===== src/rtl/thd_pkg.sv =====
// ----------------------------------------------------------------------------
// thd_pkg
// Types, codes and helper functions shared by the hold dropout monitor.
// ----------------------------------------------------------------------------
package thd_pkg;

   localparam int unsigned NUM_BINS = 5;
   localparam int unsigned BIN_W    = 3;
   localparam int unsigned EV_W     = 3;
   localparam int unsigned CSR_IDX_W = 2;

   localparam logic [EV_W-1:0] EV_NONE    = 3'd0;
   localparam logic [EV_W-1:0] EV_START   = 3'd1;
   localparam logic [EV_W-1:0] EV_RELEASE = 3'd2;
   localparam logic [EV_W-1:0] EV_REJOIN  = 3'd3;
   localparam logic [EV_W-1:0] EV_END     = 3'd4;

   localparam logic [CSR_IDX_W-1:0] REG_ARM_SELECT = 2'd0;
   localparam logic [CSR_IDX_W-1:0] REG_HOLD_TARGET = 2'd1;
   localparam logic [CSR_IDX_W-1:0] REG_REJOIN = 2'd2;

   localparam logic [31:0] HOLD_TARGET_RESET = 32'd10000;
   localparam logic [15:0] REJOIN_RESET      = 16'd100;

   localparam logic [31:0] BIN_EDGE_0 = 32'd10;
   localparam logic [31:0] BIN_EDGE_1 = 32'd25;
   localparam logic [31:0] BIN_EDGE_2 = 32'd50;
   localparam logic [31:0] BIN_EDGE_3 = 32'd100;

   typedef struct packed {
      logic             drop;
      logic             run_end;
      logic             clean;
      logic [31:0]      gap;
      logic [BIN_W-1:0] bin;
   } book_type;

   typedef struct packed {
      logic [31:0] runs;
      logic [31:0] clean;
      logic [31:0] drops;
      logic [31:0] longest;
      logic [31:0] bucket;
   } arm_view_type;

   function automatic logic [31:0] sat_inc(input logic [31:0] v);
      return (v == '1) ? v : v + 32'd1;
   endfunction

   function automatic logic [BIN_W-1:0] gap_bin(input logic [31:0] ms);
      logic [BIN_W-1:0] b;
      if (ms < BIN_EDGE_0) begin
         b = 3'd0;
      end else if (ms < BIN_EDGE_1) begin
         b = 3'd1;
      end else if (ms < BIN_EDGE_2) begin
         b = 3'd2;
      end else if (ms < BIN_EDGE_3) begin
         b = 3'd3;
      end else begin
         b = 3'd4;
      end
      return b;
   endfunction

endpackage


===== src/rtl/touch_hold_dropout_monitor.sv =====
// ----------------------------------------------------------------------------
// touch_hold_dropout_monitor
// Tracks touch hold runs, dropouts and per-arm statistics from timestamped
// touch samples.
// ----------------------------------------------------------------------------
// Usage:
// Samples enter on the req_ channel (req_touched, req_sample_time_ms) and
// every sample gives exactly one item on the rsp_ channel. An item is taken
// at a clock edge where valid is high and stall is low.
// A sample is held in an input register, processed when it advances and the
// result lands in an output register, so rsp_valid rises once the sample has
// moved from the input register into the output register. One item per
// cycle is sustained while rsp_stall is low; the run state and the per-arm
// counters update as each sample is processed, which sets that rate.
// When rsp_stall is high the result register holds and the input register
// keeps its sample; req_stall rises only while both are occupied.
// The csr_ port writes the arm select (0), the minimum hold time (1) and the
// rejoin window (2); write only while no item is in flight.
// Synchronous reset clears the run state, every arm counter and histogram bin
// and restores the register defaults; the block accepts items right after.
// ----------------------------------------------------------------------------
module touch_hold_dropout_monitor #(
   parameter int NUM_ARMS = 2
) (
   input  logic                             clock,
   input  logic                             reset,
   input  logic                             req_valid,
   output logic                             req_stall,
   input  logic                             req_touched,
   input  logic [31:0]                      req_sample_time_ms,
   output logic                             rsp_valid,
   input  logic                             rsp_stall,
   output logic [thd_pkg::EV_W-1:0]         rsp_event_res,
   output logic [31:0]                      rsp_span_ms,
   output logic [thd_pkg::BIN_W-1:0]        rsp_bucket_index,
   output logic [31:0]                      rsp_bucket_count,
   output logic [31:0]                      rsp_run_drop_count,
   output logic [31:0]                      rsp_run_longest_gap_ms,
   output logic [31:0]                      rsp_run_contact_ms,
   output logic                             rsp_goal_reached,
   output logic [31:0]                      rsp_arm_run_count,
   output logic [31:0]                      rsp_arm_clean_count,
   output logic [31:0]                      rsp_arm_drop_count,
   output logic [31:0]                      rsp_arm_longest_gap_ms,
   input  logic                             csr_write,
   input  logic [thd_pkg::CSR_IDX_W-1:0]    csr_index,
   input  logic [31:0]                      csr_data
);
   import thd_pkg::*;

   localparam int ARM_W = (NUM_ARMS > 1) ? $clog2(NUM_ARMS) : 1;

   logic        arm_select_ff;
   logic [31:0] hold_target_ff;
   logic [15:0] rejoin_ff;

   logic        in_valid_ff, in_valid_in;
   logic        touched_ff;
   logic [31:0] time_ff;
   logic        out_valid_ff, out_valid_in;
   logic        accept_in, advance;

   logic [ARM_W-1:0]  live_arm;
   logic [EV_W-1:0]   event_res;
   logic [31:0]       span_ms;
   logic              goal_reached;
   logic [31:0]       run_drops_next, run_longest_next, contact_next;
   book_type          book;
   arm_view_type      view;

   logic [EV_W-1:0]   event_ff;
   logic [31:0]       span_ff;
   logic [BIN_W-1:0]  bucket_index_ff;
   logic [31:0]       bucket_count_ff;
   logic [31:0]       run_drops_ff, run_longest_ff, contact_ff;
   logic              goal_reached_ff;
   logic [31:0]       arm_runs_ff, arm_clean_ff, arm_drops_ff, arm_longest_ff;

   assign live_arm = (int'(arm_select_ff) >= NUM_ARMS) ? ARM_W'(NUM_ARMS - 1)
                                                       : ARM_W'(arm_select_ff);

   assign advance      = in_valid_ff && (!out_valid_ff || !rsp_stall);
   assign req_stall    = in_valid_ff && !advance;
   assign accept_in    = req_valid && !req_stall;
   assign in_valid_in  = accept_in || (in_valid_ff && !advance);
   assign out_valid_in = advance || (out_valid_ff && rsp_stall);

   always_ff @(posedge clock) begin
      if (reset) begin
         arm_select_ff  <= 1'b0;
         hold_target_ff <= HOLD_TARGET_RESET;
         rejoin_ff      <= REJOIN_RESET;
      end else if (csr_write) begin
         case (csr_index)
            REG_ARM_SELECT:  arm_select_ff  <= csr_data[0];
            REG_HOLD_TARGET: hold_target_ff <= csr_data;
            REG_REJOIN:      rejoin_ff      <= csr_data[15:0];
            default: ;
         endcase
      end
   end

   always_ff @(posedge clock) begin
      if (reset) begin
         in_valid_ff  <= 1'b0;
         out_valid_ff <= 1'b0;
      end else begin
         in_valid_ff  <= in_valid_in;
         out_valid_ff <= out_valid_in;
      end
   end

   always_ff @(posedge clock) begin
      if (accept_in) begin
         touched_ff <= req_touched;
         time_ff    <= req_sample_time_ms;
      end
   end

   thd_core u_core (
      .clock            (clock),
      .reset            (reset),
      .step             (advance),
      .touched          (touched_ff),
      .now              (time_ff),
      .min_hold_ms      (hold_target_ff),
      .rejoin_window_ms (rejoin_ff),
      .event_res        (event_res),
      .span_ms          (span_ms),
      .goal_reached     (goal_reached),
      .run_drops_next   (run_drops_next),
      .run_longest_next (run_longest_next),
      .contact_next     (contact_next),
      .book             (book)
   );

   thd_arm_stats #(
      .NUM_ARMS (NUM_ARMS),
      .ARM_W    (ARM_W)
   ) u_arm_stats (
      .clock (clock),
      .reset (reset),
      .step  (advance),
      .arm   (live_arm),
      .book  (book),
      .view  (view)
   );

   always_ff @(posedge clock) begin
      if (advance) begin
         event_ff        <= event_res;
         span_ff         <= span_ms;
         bucket_index_ff <= book.drop ? book.bin : '0;
         bucket_count_ff <= view.bucket;
         run_drops_ff    <= run_drops_next;
         run_longest_ff  <= run_longest_next;
         contact_ff      <= contact_next;
         goal_reached_ff <= goal_reached;
         arm_runs_ff     <= view.runs;
         arm_clean_ff    <= view.clean;
         arm_drops_ff    <= view.drops;
         arm_longest_ff  <= view.longest;
      end
   end

   assign rsp_valid              = out_valid_ff;
   assign rsp_event_res          = event_ff;
   assign rsp_span_ms            = span_ff;
   assign rsp_bucket_index       = bucket_index_ff;
   assign rsp_bucket_count       = bucket_count_ff;
   assign rsp_run_drop_count     = run_drops_ff;
   assign rsp_run_longest_gap_ms = run_longest_ff;
   assign rsp_run_contact_ms     = contact_ff;
   assign rsp_goal_reached       = goal_reached_ff;
   assign rsp_arm_run_count      = arm_runs_ff;
   assign rsp_arm_clean_count    = arm_clean_ff;
   assign rsp_arm_drop_count     = arm_drops_ff;
   assign rsp_arm_longest_gap_ms = arm_longest_ff;

   a_start_clears_run: assert property (@(posedge clock) disable iff (reset)
      (rsp_valid && rsp_event_res == EV_START) |->
         (rsp_run_drop_count == '0 && rsp_run_longest_gap_ms == '0 && rsp_run_contact_ms == '0))
      else $error("run start did not clear the run values");

   a_bucket_only_on_rejoin: assert property (@(posedge clock) disable iff (reset)
      (rsp_valid && rsp_event_res != EV_REJOIN) |->
         (rsp_bucket_count == '0 && rsp_bucket_index == '0))
      else $error("histogram fields set without a dropout");

   a_met_only_on_end: assert property (@(posedge clock) disable iff (reset)
      (rsp_valid && rsp_event_res != EV_END) |-> !rsp_goal_reached)
      else $error("target met flagged outside a run end");

   a_stall_needs_full: assert property (@(posedge clock) disable iff (reset)
      req_stall |-> (in_valid_ff && out_valid_ff && rsp_stall))
      else $error("input stalled while the pipeline could advance");

endmodule


===== src/rtl/thd_core.sv =====
// ----------------------------------------------------------------------------
// thd_core
// Run tracker: holds the state of the current hold run, classifies each
// sample and updates the run state when the sample is processed.
// ----------------------------------------------------------------------------
module thd_core (
   input  logic                       clock,
   input  logic                       reset,
   input  logic                       step,
   input  logic                       touched,
   input  logic [31:0]                now,
   input  logic [31:0]                min_hold_ms,
   input  logic [15:0]                rejoin_window_ms,
   output logic [thd_pkg::EV_W-1:0]   event_res,
   output logic [31:0]                span_ms,
   output logic                       goal_reached,
   output logic [31:0]                run_drops_next,
   output logic [31:0]                run_longest_next,
   output logic [31:0]                contact_next,
   output thd_pkg::book_type          book
);
   import thd_pkg::*;

   logic        hold_on_ff, hold_on_in;
   logic        dropping_ff, dropping_in;
   logic [31:0] run_begin_ff, run_begin_in;
   logic [31:0] contact_ff;
   logic [31:0] last_down_ff, last_down_in;
   logic [31:0] last_up_ff, last_up_in;
   logic [31:0] run_drops_ff;
   logic [31:0] run_longest_ff;

   logic        is_start, is_rejoin, is_release, is_end;
   logic [31:0] up_gap, total, down_span;
   logic [32:0] contact_sum;
   logic        met;

   assign is_start   = touched && !hold_on_ff && !dropping_ff;
   assign is_rejoin  = hold_on_ff && touched && dropping_ff;
   assign is_release = hold_on_ff && !touched && !dropping_ff;
   assign up_gap     = now - last_up_ff;
   assign is_end     = hold_on_ff && !touched && dropping_ff &&
                       (up_gap > {16'd0, rejoin_window_ms});
   assign total      = last_up_ff - run_begin_ff;
   assign met        = is_end && (total >= min_hold_ms);
   assign down_span  = now - last_down_ff;
   assign contact_sum = {1'b0, contact_ff} + {1'b0, down_span};

   always_comb begin
      hold_on_in       = hold_on_ff;
      dropping_in      = dropping_ff;
      run_begin_in     = run_begin_ff;
      contact_next     = contact_ff;
      last_down_in     = last_down_ff;
      last_up_in       = last_up_ff;
      run_drops_next   = run_drops_ff;
      run_longest_next = run_longest_ff;
      event_res        = EV_NONE;
      span_ms          = '0;
      if (is_start) begin
         hold_on_in       = 1'b1;
         run_begin_in     = now;
         contact_next     = '0;
         last_down_in     = now;
         run_drops_next   = '0;
         run_longest_next = '0;
         event_res        = EV_START;
      end else if (is_rejoin) begin
         dropping_in      = 1'b0;
         last_down_in     = now;
         run_drops_next   = sat_inc(run_drops_ff);
         if (up_gap > run_longest_ff) begin
            run_longest_next = up_gap;
         end
         span_ms          = up_gap;
         event_res        = EV_REJOIN;
      end else if (is_release) begin
         dropping_in      = 1'b1;
         last_up_in       = now;
         contact_next     = contact_sum[32] ? '1 : contact_sum[31:0];
         event_res        = EV_RELEASE;
      end else if (is_end) begin
         hold_on_in       = 1'b0;
         dropping_in      = 1'b0;
         span_ms          = total;
         event_res        = EV_END;
      end
   end

   assign goal_reached = met;
   assign book.drop    = is_rejoin;
   assign book.run_end = is_end;
   assign book.clean   = met && (run_drops_ff == '0);
   assign book.gap     = up_gap;
   assign book.bin     = gap_bin(up_gap);

   always_ff @(posedge clock) begin
      if (reset) begin
         hold_on_ff     <= 1'b0;
         dropping_ff    <= 1'b0;
         run_begin_ff   <= '0;
         contact_ff     <= '0;
         last_down_ff   <= '0;
         last_up_ff     <= '0;
         run_drops_ff   <= '0;
         run_longest_ff <= '0;
      end else if (step) begin
         hold_on_ff     <= hold_on_in;
         dropping_ff    <= dropping_in;
         run_begin_ff   <= run_begin_in;
         contact_ff     <= contact_next;
         last_down_ff   <= last_down_in;
         last_up_ff     <= last_up_in;
         run_drops_ff   <= run_drops_next;
         run_longest_ff <= run_longest_next;
      end
   end

endmodule


===== src/rtl/thd_arm_stats.sv =====
// ----------------------------------------------------------------------------
// thd_arm_stats
// Per-arm statistics: finished runs, clean runs, dropouts, longest gap and
// the gap histogram, with the live arm's updated values.
// ----------------------------------------------------------------------------
module thd_arm_stats #(
   parameter int NUM_ARMS = 2,
   parameter int ARM_W    = 1
) (
   input  logic                   clock,
   input  logic                   reset,
   input  logic                   step,
   input  logic [ARM_W-1:0]       arm,
   input  thd_pkg::book_type      book,
   output thd_pkg::arm_view_type  view
);
   import thd_pkg::*;

   logic [31:0] runs_ff    [NUM_ARMS];
   logic [31:0] clean_ff   [NUM_ARMS];
   logic [31:0] drops_ff   [NUM_ARMS];
   logic [31:0] longest_ff [NUM_ARMS];
   logic [31:0] hist_ff    [NUM_ARMS][NUM_BINS];
   logic [31:0] hist_cur;

   assign hist_cur = hist_ff[arm][book.bin];

   always_comb begin
      view.runs    = runs_ff[arm];
      view.clean   = clean_ff[arm];
      view.drops   = drops_ff[arm];
      view.longest = longest_ff[arm];
      view.bucket  = '0;
      if (book.run_end) begin
         view.runs = sat_inc(runs_ff[arm]);
         if (book.clean) begin
            view.clean = sat_inc(clean_ff[arm]);
         end
      end
      if (book.drop) begin
         view.drops  = sat_inc(drops_ff[arm]);
         view.bucket = sat_inc(hist_cur);
         if (book.gap > longest_ff[arm]) begin
            view.longest = book.gap;
         end
      end
   end

   always_ff @(posedge clock) begin
      if (reset) begin
         for (int i = 0; i < NUM_ARMS; i++) begin
            runs_ff[i]    <= '0;
            clean_ff[i]   <= '0;
            drops_ff[i]   <= '0;
            longest_ff[i] <= '0;
            for (int j = 0; j < NUM_BINS; j++) begin
               hist_ff[i][j] <= '0;
            end
         end
      end else if (step) begin
         runs_ff[arm]    <= view.runs;
         clean_ff[arm]   <= view.clean;
         drops_ff[arm]   <= view.drops;
         longest_ff[arm] <= view.longest;
         if (book.drop) begin
            hist_ff[arm][book.bin] <= view.bucket;
         end
      end
   end

endmodule

===== config.mk =====
export PLATFORM = sky130hd
export DESIGN_NAME = touch_hold_dropout_monitor
export DESIGN_NICKNAME = d
export VERILOG_FILES = /design/src/rtl/thd_pkg.sv /design/src/rtl/touch_hold_dropout_monitor.sv /design/src/rtl/thd_core.sv /design/src/rtl/thd_arm_stats.sv
export SDC_FILE = /design/constraint.sdc
export NUM_CORES = 2
export LEC_CHECK = 0
export ABC_CLOCK_PERIOD_IN_PS = 41500
export BUFFER_PORTS_ARGS = -buffer_cell sky130_fd_sc_hd__clkbuf_2
export CAP_MARGIN = 20
export CORE_MARGIN = 2
export CORE_UTILIZATION = 56
export CTS_BUF_LIST = sky130_fd_sc_hd__clkbuf_16
export CTS_CLUSTER_DIAMETER = 50
export DETAILED_ROUTE_END_ITERATION = 7
export GPL_TIMING_DRIVEN = 0
export PLACE_DENSITY_LB_ADDON = 0.05
export SYNTH_ARGS = -nofsm -noshare
export SYNTH_HDL_FRONTEND = slang
export SYNTH_HIERARCHICAL = 1
export SYNTH_SLANG_ARGS = --single-unit

===== constraint.sdc =====
create_clock -name clock -period 41.5 [get_ports clock]
set_clock_uncertainty 0.05 [all_clocks]
set_input_delay 10.375 -clock clock [delete_from_list [all_inputs] [get_ports clock]]
set_output_delay 10.375 -clock clock [all_outputs]
set_load 0.02 [all_outputs]

# == Word-level counts from Yosys, hierarchy flattened ==
# Memory sizes are Yosys's and may differ from the RTL's. A register that Yosys moved wholly into a read port is not among the register bits.
# Cells that the tools add are included.
# classes
n_addsub,9
order_cmp,10
n_eq_ne,9
n_mux,75
bitwise_logic,3
n_reduce_logical,45
# ops
operator,count
$mux W32,28
$mux W160,3
$add A32 B1 Y32 const B,5
$eq A32 B32 Y1 const B,5
$reduce_or A160 Y1,1
$reduce_or A32 Y1,4
$bmux W32 S3,1
$demux W32 S3,1
$mux W96,1
$sub A32 B32 Y32,3
$gt A32 B32 Y1,2
$mux W64,1
$add A32 B32 Y33,1
$mux W1,33
$ge A32 B32 Y1,1
$gt A32 B16 Y1,1
$logic_not A32 Y1,1
$lt A32 B4 Y1 const B,1
$lt A32 B5 Y1 const B,1
$lt A32 B6 Y1 const B,1
$lt A32 B7 Y1 const B,1
$logic_and A1 B1 Y1,15
$mux W3,5
$reduce_and A2 Y1,5
17 further kinds,30
# totals
regBits,573
ram_bits,576
inputBits,72
n_memories,5
# mem_list
memory,depth,width,rd,rd_clocked_by_memory_dff,wr,line,source
u_arm_stats.hist_ff,2,160,1,1,2,thd_arm_stats.sv:23,logic [31:0] hist_ff [NUM_ARMS][NUM_BINS];
u_arm_stats.clean_ff,2,32,1,1,2,thd_arm_stats.sv:20,logic [31:0] clean_ff [NUM_ARMS];
u_arm_stats.drops_ff,2,32,1,1,2,thd_arm_stats.sv:21,logic [31:0] drops_ff [NUM_ARMS];
u_arm_stats.longest_ff,2,32,1,1,2,thd_arm_stats.sv:22,logic [31:0] longest_ff [NUM_ARMS];
u_arm_stats.runs_ff,2,32,1,1,2,thd_arm_stats.sv:19,logic [31:0] runs_ff [NUM_ARMS];

# == Longest topological paths before layout ==
# depth
depth_word,14
mapped_depth,31

# == Modules after synthesis ==
# Netlist, hierarchy kept.
# by_module_without_submodules
mod,instances,cells_each,area_per_inst_um2,seq_area_each_um2
thd_arm_stats,1,2440,29534.6,17296.6
thd_core,1,2468,17772.0,3883.7
touch_hold_dropout_monitor,1,548,12059.1,10870.4

# == Worst setup path before layout ==
# No wires, ideal clock.
# synth_timing
path_type,input -> register
from,in rsp_stall
to,reg u_core.last_down_ff[10]
setup_time_ns,0.070
t_arrival_ns,39.391
t_required_ns,41.380
slack_ns,1.989
stages,6
path_buffers,1
cell_sequence,a21boi_0 -> clkinv_1 -> a21oi_1 -> clkbuf_1 -> nand2_1 -> a21oi_1
# synth_between
elab_chain_len,4
# synth_rtl
item,line,source
from (decl),touch_hold_dropout_monitor.sv:32,"input logic rsp_stall,"
$logic_not A1 Y1,touch_hold_dropout_monitor.sv:82,assign advance = in_valid_ff && (!out_valid_ff || !rsp_stall);
$logic_or A1 B1 Y1,touch_hold_dropout_monitor.sv:82,
$logic_and A1 B1 Y1,touch_hold_dropout_monitor.sv:82,
$reduce_and A2 Y1 (no line),n/a,
to (signal assigned),thd_core.sv:112,last_down_ff <= last_down_in;
to (decl),thd_core.sv:28,"logic [31:0] last_down_ff, last_down_in;"
# Every way passes these cells.
# A chain may end at the register's enable or synchronous reset.

# == Worst setup path in the final report ==
# layout_timing
from,in rsp_stall
to,out req_stall
# layout_between
elab_chain_len,5
# layout_rtl
item,line,source
$logic_not A1 Y1,touch_hold_dropout_monitor.sv:82,
$logic_or A1 B1 Y1,touch_hold_dropout_monitor.sv:82,
$logic_and A1 B1 Y1,touch_hold_dropout_monitor.sv:82,
$logic_not A1 Y1,touch_hold_dropout_monitor.sv:83,assign req_stall = in_valid_ff && !advance;
$logic_and A1 B1 Y1,touch_hold_dropout_monitor.sv:83,
to (decl),touch_hold_dropout_monitor.sv:28,"output logic req_stall,"
# Every way passes these cells.

==> impl_results.md <==
- Number of non-filler instances in the completed layout: 7508
- Area occupied by registers: 0.03205 mm2
- Remaining DRCs: 0
- Clock slew seen by the registers of the worst setup and hold paths: 0.05 ns
- Number of inserted diodes: 0
- Top area cells in the synthesized netlist: sky130_fd_sc_hd__edfxtp_1, sky130_fd_sc_hd__dfxtp_1, sky130_fd_sc_hd__ha_1
- Max-capacitance violation count: 0
- FMAX: 46.84 MHz
- Floorplan die height: 329.6 um
- Fraction of synthesis flops using an asynchronous set or reset pin: 0%
- Clock sink count: 1149
- Capturing element type of the critical path: primary output
- Most used standard cell by instance count after synthesis: sky130_fd_sc_hd__edfxtp_1
- Required time reported for the critical path endpoint: 31.07 ns
- Chain of cells forming the critical path: clkbuf_2 -> nand3_1 -> inv_1 -> clkbuf_2
- Final worst path period need: 21.35 ns
- Power density relative to cell area: 41.68 mW/mm2
- Total core area: 0.1053 mm2
- Max stage delay cell, worst path: sky130_fd_sc_hd__clkbuf_2
- TritonCTS buffer count: 137
- Pin count of the biggest net entering global routing: 55
- CTS max path bufs: 3
- Uppermost layer routed: met4
- Number of global-route vias before repair: 43440
- Clock insertion delay at the later pin of the skew report: 0.77 ns
- Top cell by count, worst path: sky130_fd_sc_hd__clkbuf_2
- Met3 Wirelength: 14.27 mm
- Worst hold-check slack: 0.4037 ns
- Pleak: 25.41 nW
- Cell variety after synth: 94
- Initial Util: 56.40%
- Utilization after layout: 64.84%
- Final-report max-slew violation count: 0
- Area taken by multi-input logic gates: 0.02501 mm2
- Element type at the critical path start: input port
- Area enclosed by the die boundary: 0.1086 mm2
- Unrepaired setup endpoints after global routing: no
- GR Util All Layers: 31.60%
- Yosys top cell by area: sky130_fd_sc_hd__edfxtp_1
- Drt first pass iters: 6
- TritonCTS clock tree: yes
- GRT overflow: 0
- Crit path setup slack, layout: 20.15 ns
- Setup WS pre-CTS: 20.15 ns
- Net count after synthesis: 5778
- Number of hold violations in the final report: 0
- Classification of the worst setup path: input port to primary output
- Number of hold buffers added after CTS: 0
- Number of antenna violations at the first check in global routing: 0
- Number of endpoints failing setup at the final stage: 0
- Number of placed instances with taps included: 7258
- Post-detailed-routing wire length: 174.2 mm
- Hpwl dp: 126.7 mm
- Actual slew at the worst max-slew pin: 1.260 ns
- Register bit count reported by yosys: 1149
- Site row count: 119
- Routed WL per cell: 23.20 um
- Filler Cell Count: 8387
- Via count of the routed design: 45810
- Final nets: 6331
- Chip width: 329.6 um
- Fraction of layout instances using a drive strength above 1: 13.34%
- Post-route antenna net violation count: 0
- Highest ir drop seen on vdd: 0.03436 mV
- Min-delay worst type: flop to flop
- Number of post-CTS setup repair buffers: 0
- Finished layout cell area: 0.06826 mm2
- Headroom to the max-slew limit: 16.00%
- H-Tree Level Count: 4
- Outcome: completed
- Via density per instance: 6.102
- Synth Instances: 5456
- Initial DRC count: 4633
- Routed metal-1 wire length: 74.53 mm
- Arr. time, crit path: 10.92 ns
- Top_reg_cell synth: sky130_fd_sc_hd__edfxtp_1
- Met2 wire length: 79.08 mm
- Synth warn: 6
- IO buf count: 368
- Yosys top cell area share: 45.73%
- Final Wtd Congestion: 0.9595
- Root buf cell: sky130_fd_sc_hd__clkbuf_16
- Period utilization: 51.45%
- Post-cts resize count: 0
- Proportion of synthesized chip area in sequential cells: 53.99%
- Area after DPL: 0.06377 mm2
- I/O pin total: 369
- Total power after layout: 2.845 mW
- Area delta synth->final: 14.98%
- Number of enable flip-flop cells after synthesis: 904
- Average cell area after synthesis: 10.88 um2
- Max incr delay on CP: 0.19 ns
- Commonest cells in the netlist: sky130_fd_sc_hd__edfxtp_1, sky130_fd_sc_hd__nor2_1, sky130_fd_sc_hd__a21oi_1
- Post-synthesis instance area: 0.05937 mm2
- Highest net fanout along the worst path: 3
- Aggregate negative setup slack: 0 ns
- Setup slack of the most critical reg-to-reg path: 30.79 ns
- Global-route wire length before repair: 261.1 mm
## power breakdown
group	internal [mW]	leakage (nW)	switching [mW]
clock	0.689	2.29	0.493
combinational	0.122	12.1	0.231
sequential	1.29	11.0	0.0228
## cell usage in the layout, fill, tap and decap left out, types with 20 or more instances in the layout
cell type,netlist,final
sky130_fd_sc_hd__a221o_1,23,23
sky130_fd_sc_hd__clkinv_1,3,21
sky130_fd_sc_hd__inv_1,302,328
sky130_fd_sc_hd__buf_2,47,54
sky130_fd_sc_hd__ha_1,246,246
sky130_fd_sc_hd__nand2b_1,103,96
sky130_fd_sc_hd__a221oi_1,20,20
sky130_fd_sc_hd__nor2b_1,30,30
sky130_fd_sc_hd__mux2i_1,254,254
sky130_fd_sc_hd__xor2_1,129,129
sky130_fd_sc_hd__dfxtp_1,245,245
sky130_fd_sc_hd__o22ai_1,40,40
sky130_fd_sc_hd__o21a_1,27,27
sky130_fd_sc_hd__edfxtp_1,904,904
sky130_fd_sc_hd__nor4_1,33,32
sky130_fd_sc_hd__mux4_2,28,28
sky130_fd_sc_hd__nor2_1,593,592
sky130_fd_sc_hd__nand2_1,376,376
sky130_fd_sc_hd__o21ai_0,152,152
sky130_fd_sc_hd__nand3b_1,35,35
sky130_fd_sc_hd__a211oi_1,91,91
sky130_fd_sc_hd__a21o_1,100,99
sky130_fd_sc_hd__buf_4,11,20
sky130_fd_sc_hd__xnor2_1,155,155
sky130_fd_sc_hd__and2_1,22,22
sky130_fd_sc_hd__clkbuf_1,195,195
sky130_fd_sc_hd__clkbuf_2,0,368
sky130_fd_sc_hd__buf_1,21,21
sky130_fd_sc_hd__nor3_1,241,241
sky130_fd_sc_hd__a22o_1,64,64
sky130_fd_sc_hd__mux2_2,36,36
sky130_fd_sc_hd__clkbuf_16,0,140
sky130_fd_sc_hd__and3_1,38,38
sky130_fd_sc_hd__nand4_1,60,60
sky130_fd_sc_hd__a21oi_1,408,408
sky130_fd_sc_hd__nand3_1,87,87
## per-layer routing
| layer | track usage [%] | vias up |
|---|---|---|
| met2 | 49.31 | 2027 |
| met5 | 0 | - |
| met1 | 44.69 | 22270 |
| met4 | 12.02 | 0 |
| met3 | 4.860 | 327 |
| li1 | - | 21190 |
## path summary, 6_finish.rpt
kind / start / end / cells after the start
setup / recovery: rsp_stall / req_stall / 4
hold / removal: u_core/run_begin_ff[19] / u_core/run_begin_ff[19] / 2
setup reg to reg: time_ff[4] / u_arm_stats/hist_ff[1][104] / 22
hold reg to reg: u_core/run_begin_ff[19] / u_core/run_begin_ff[19] / 2
## cells by family after synthesis
logic type	synth area share [%]
compound gates	12.67
xor+xnor	4.190
fa+ha+maj	5.320
buf+inv	4.030
flops	53.99
mux	6.028
simple gates	13.77
## flip-flops by register name, indices dropped and copies added, names as in the netlist, 32 cells and up
signal,flops
rsp_run_contact_ms,32
rsp_run_longest_gap_ms,32
rsp_bucket_count,32
u_arm_stats/clean_ff,64
u_core/last_down_ff,32
u_core/run_longest_ff,32
rsp_arm_drop_count,32
rsp_span_ms,32
u_arm_stats/runs_ff,64
time_ff,32
rsp_run_drop_count,32
u_arm_stats/hist_ff,320
rsp_arm_run_count,32
u_core/run_drops_ff,32
rsp_arm_clean_count,32
u_core/contact_ff,32
u_arm_stats/drops_ff,64
rsp_arm_longest_gap_ms,32
u_arm_stats/longest_ff,64
u_core/last_up_ff,32
u_core/run_begin_ff,32
hold_target_ff,32
## critical path: cells and delay by family
kind	cells	cell delay, ns
buffers and inverters	3	0.45
AND/OR/NAND/NOR	1	0.10
## area by class of cell
class / instances / area share (%)
Buffer: 284 / 1.818
Clock inverter: 107 / 1.417
Multi-Input combinational cell: 3717 / 36.64
Timing Repair Buffer: 414 / 3.805
Inverter: 306 / 1.686
Sequential cell: 1149 / 46.95
Clock buffer: 140 / 5.132
Tap cell: 1391 / 2.550
Power figures use the tool's default switching activity.
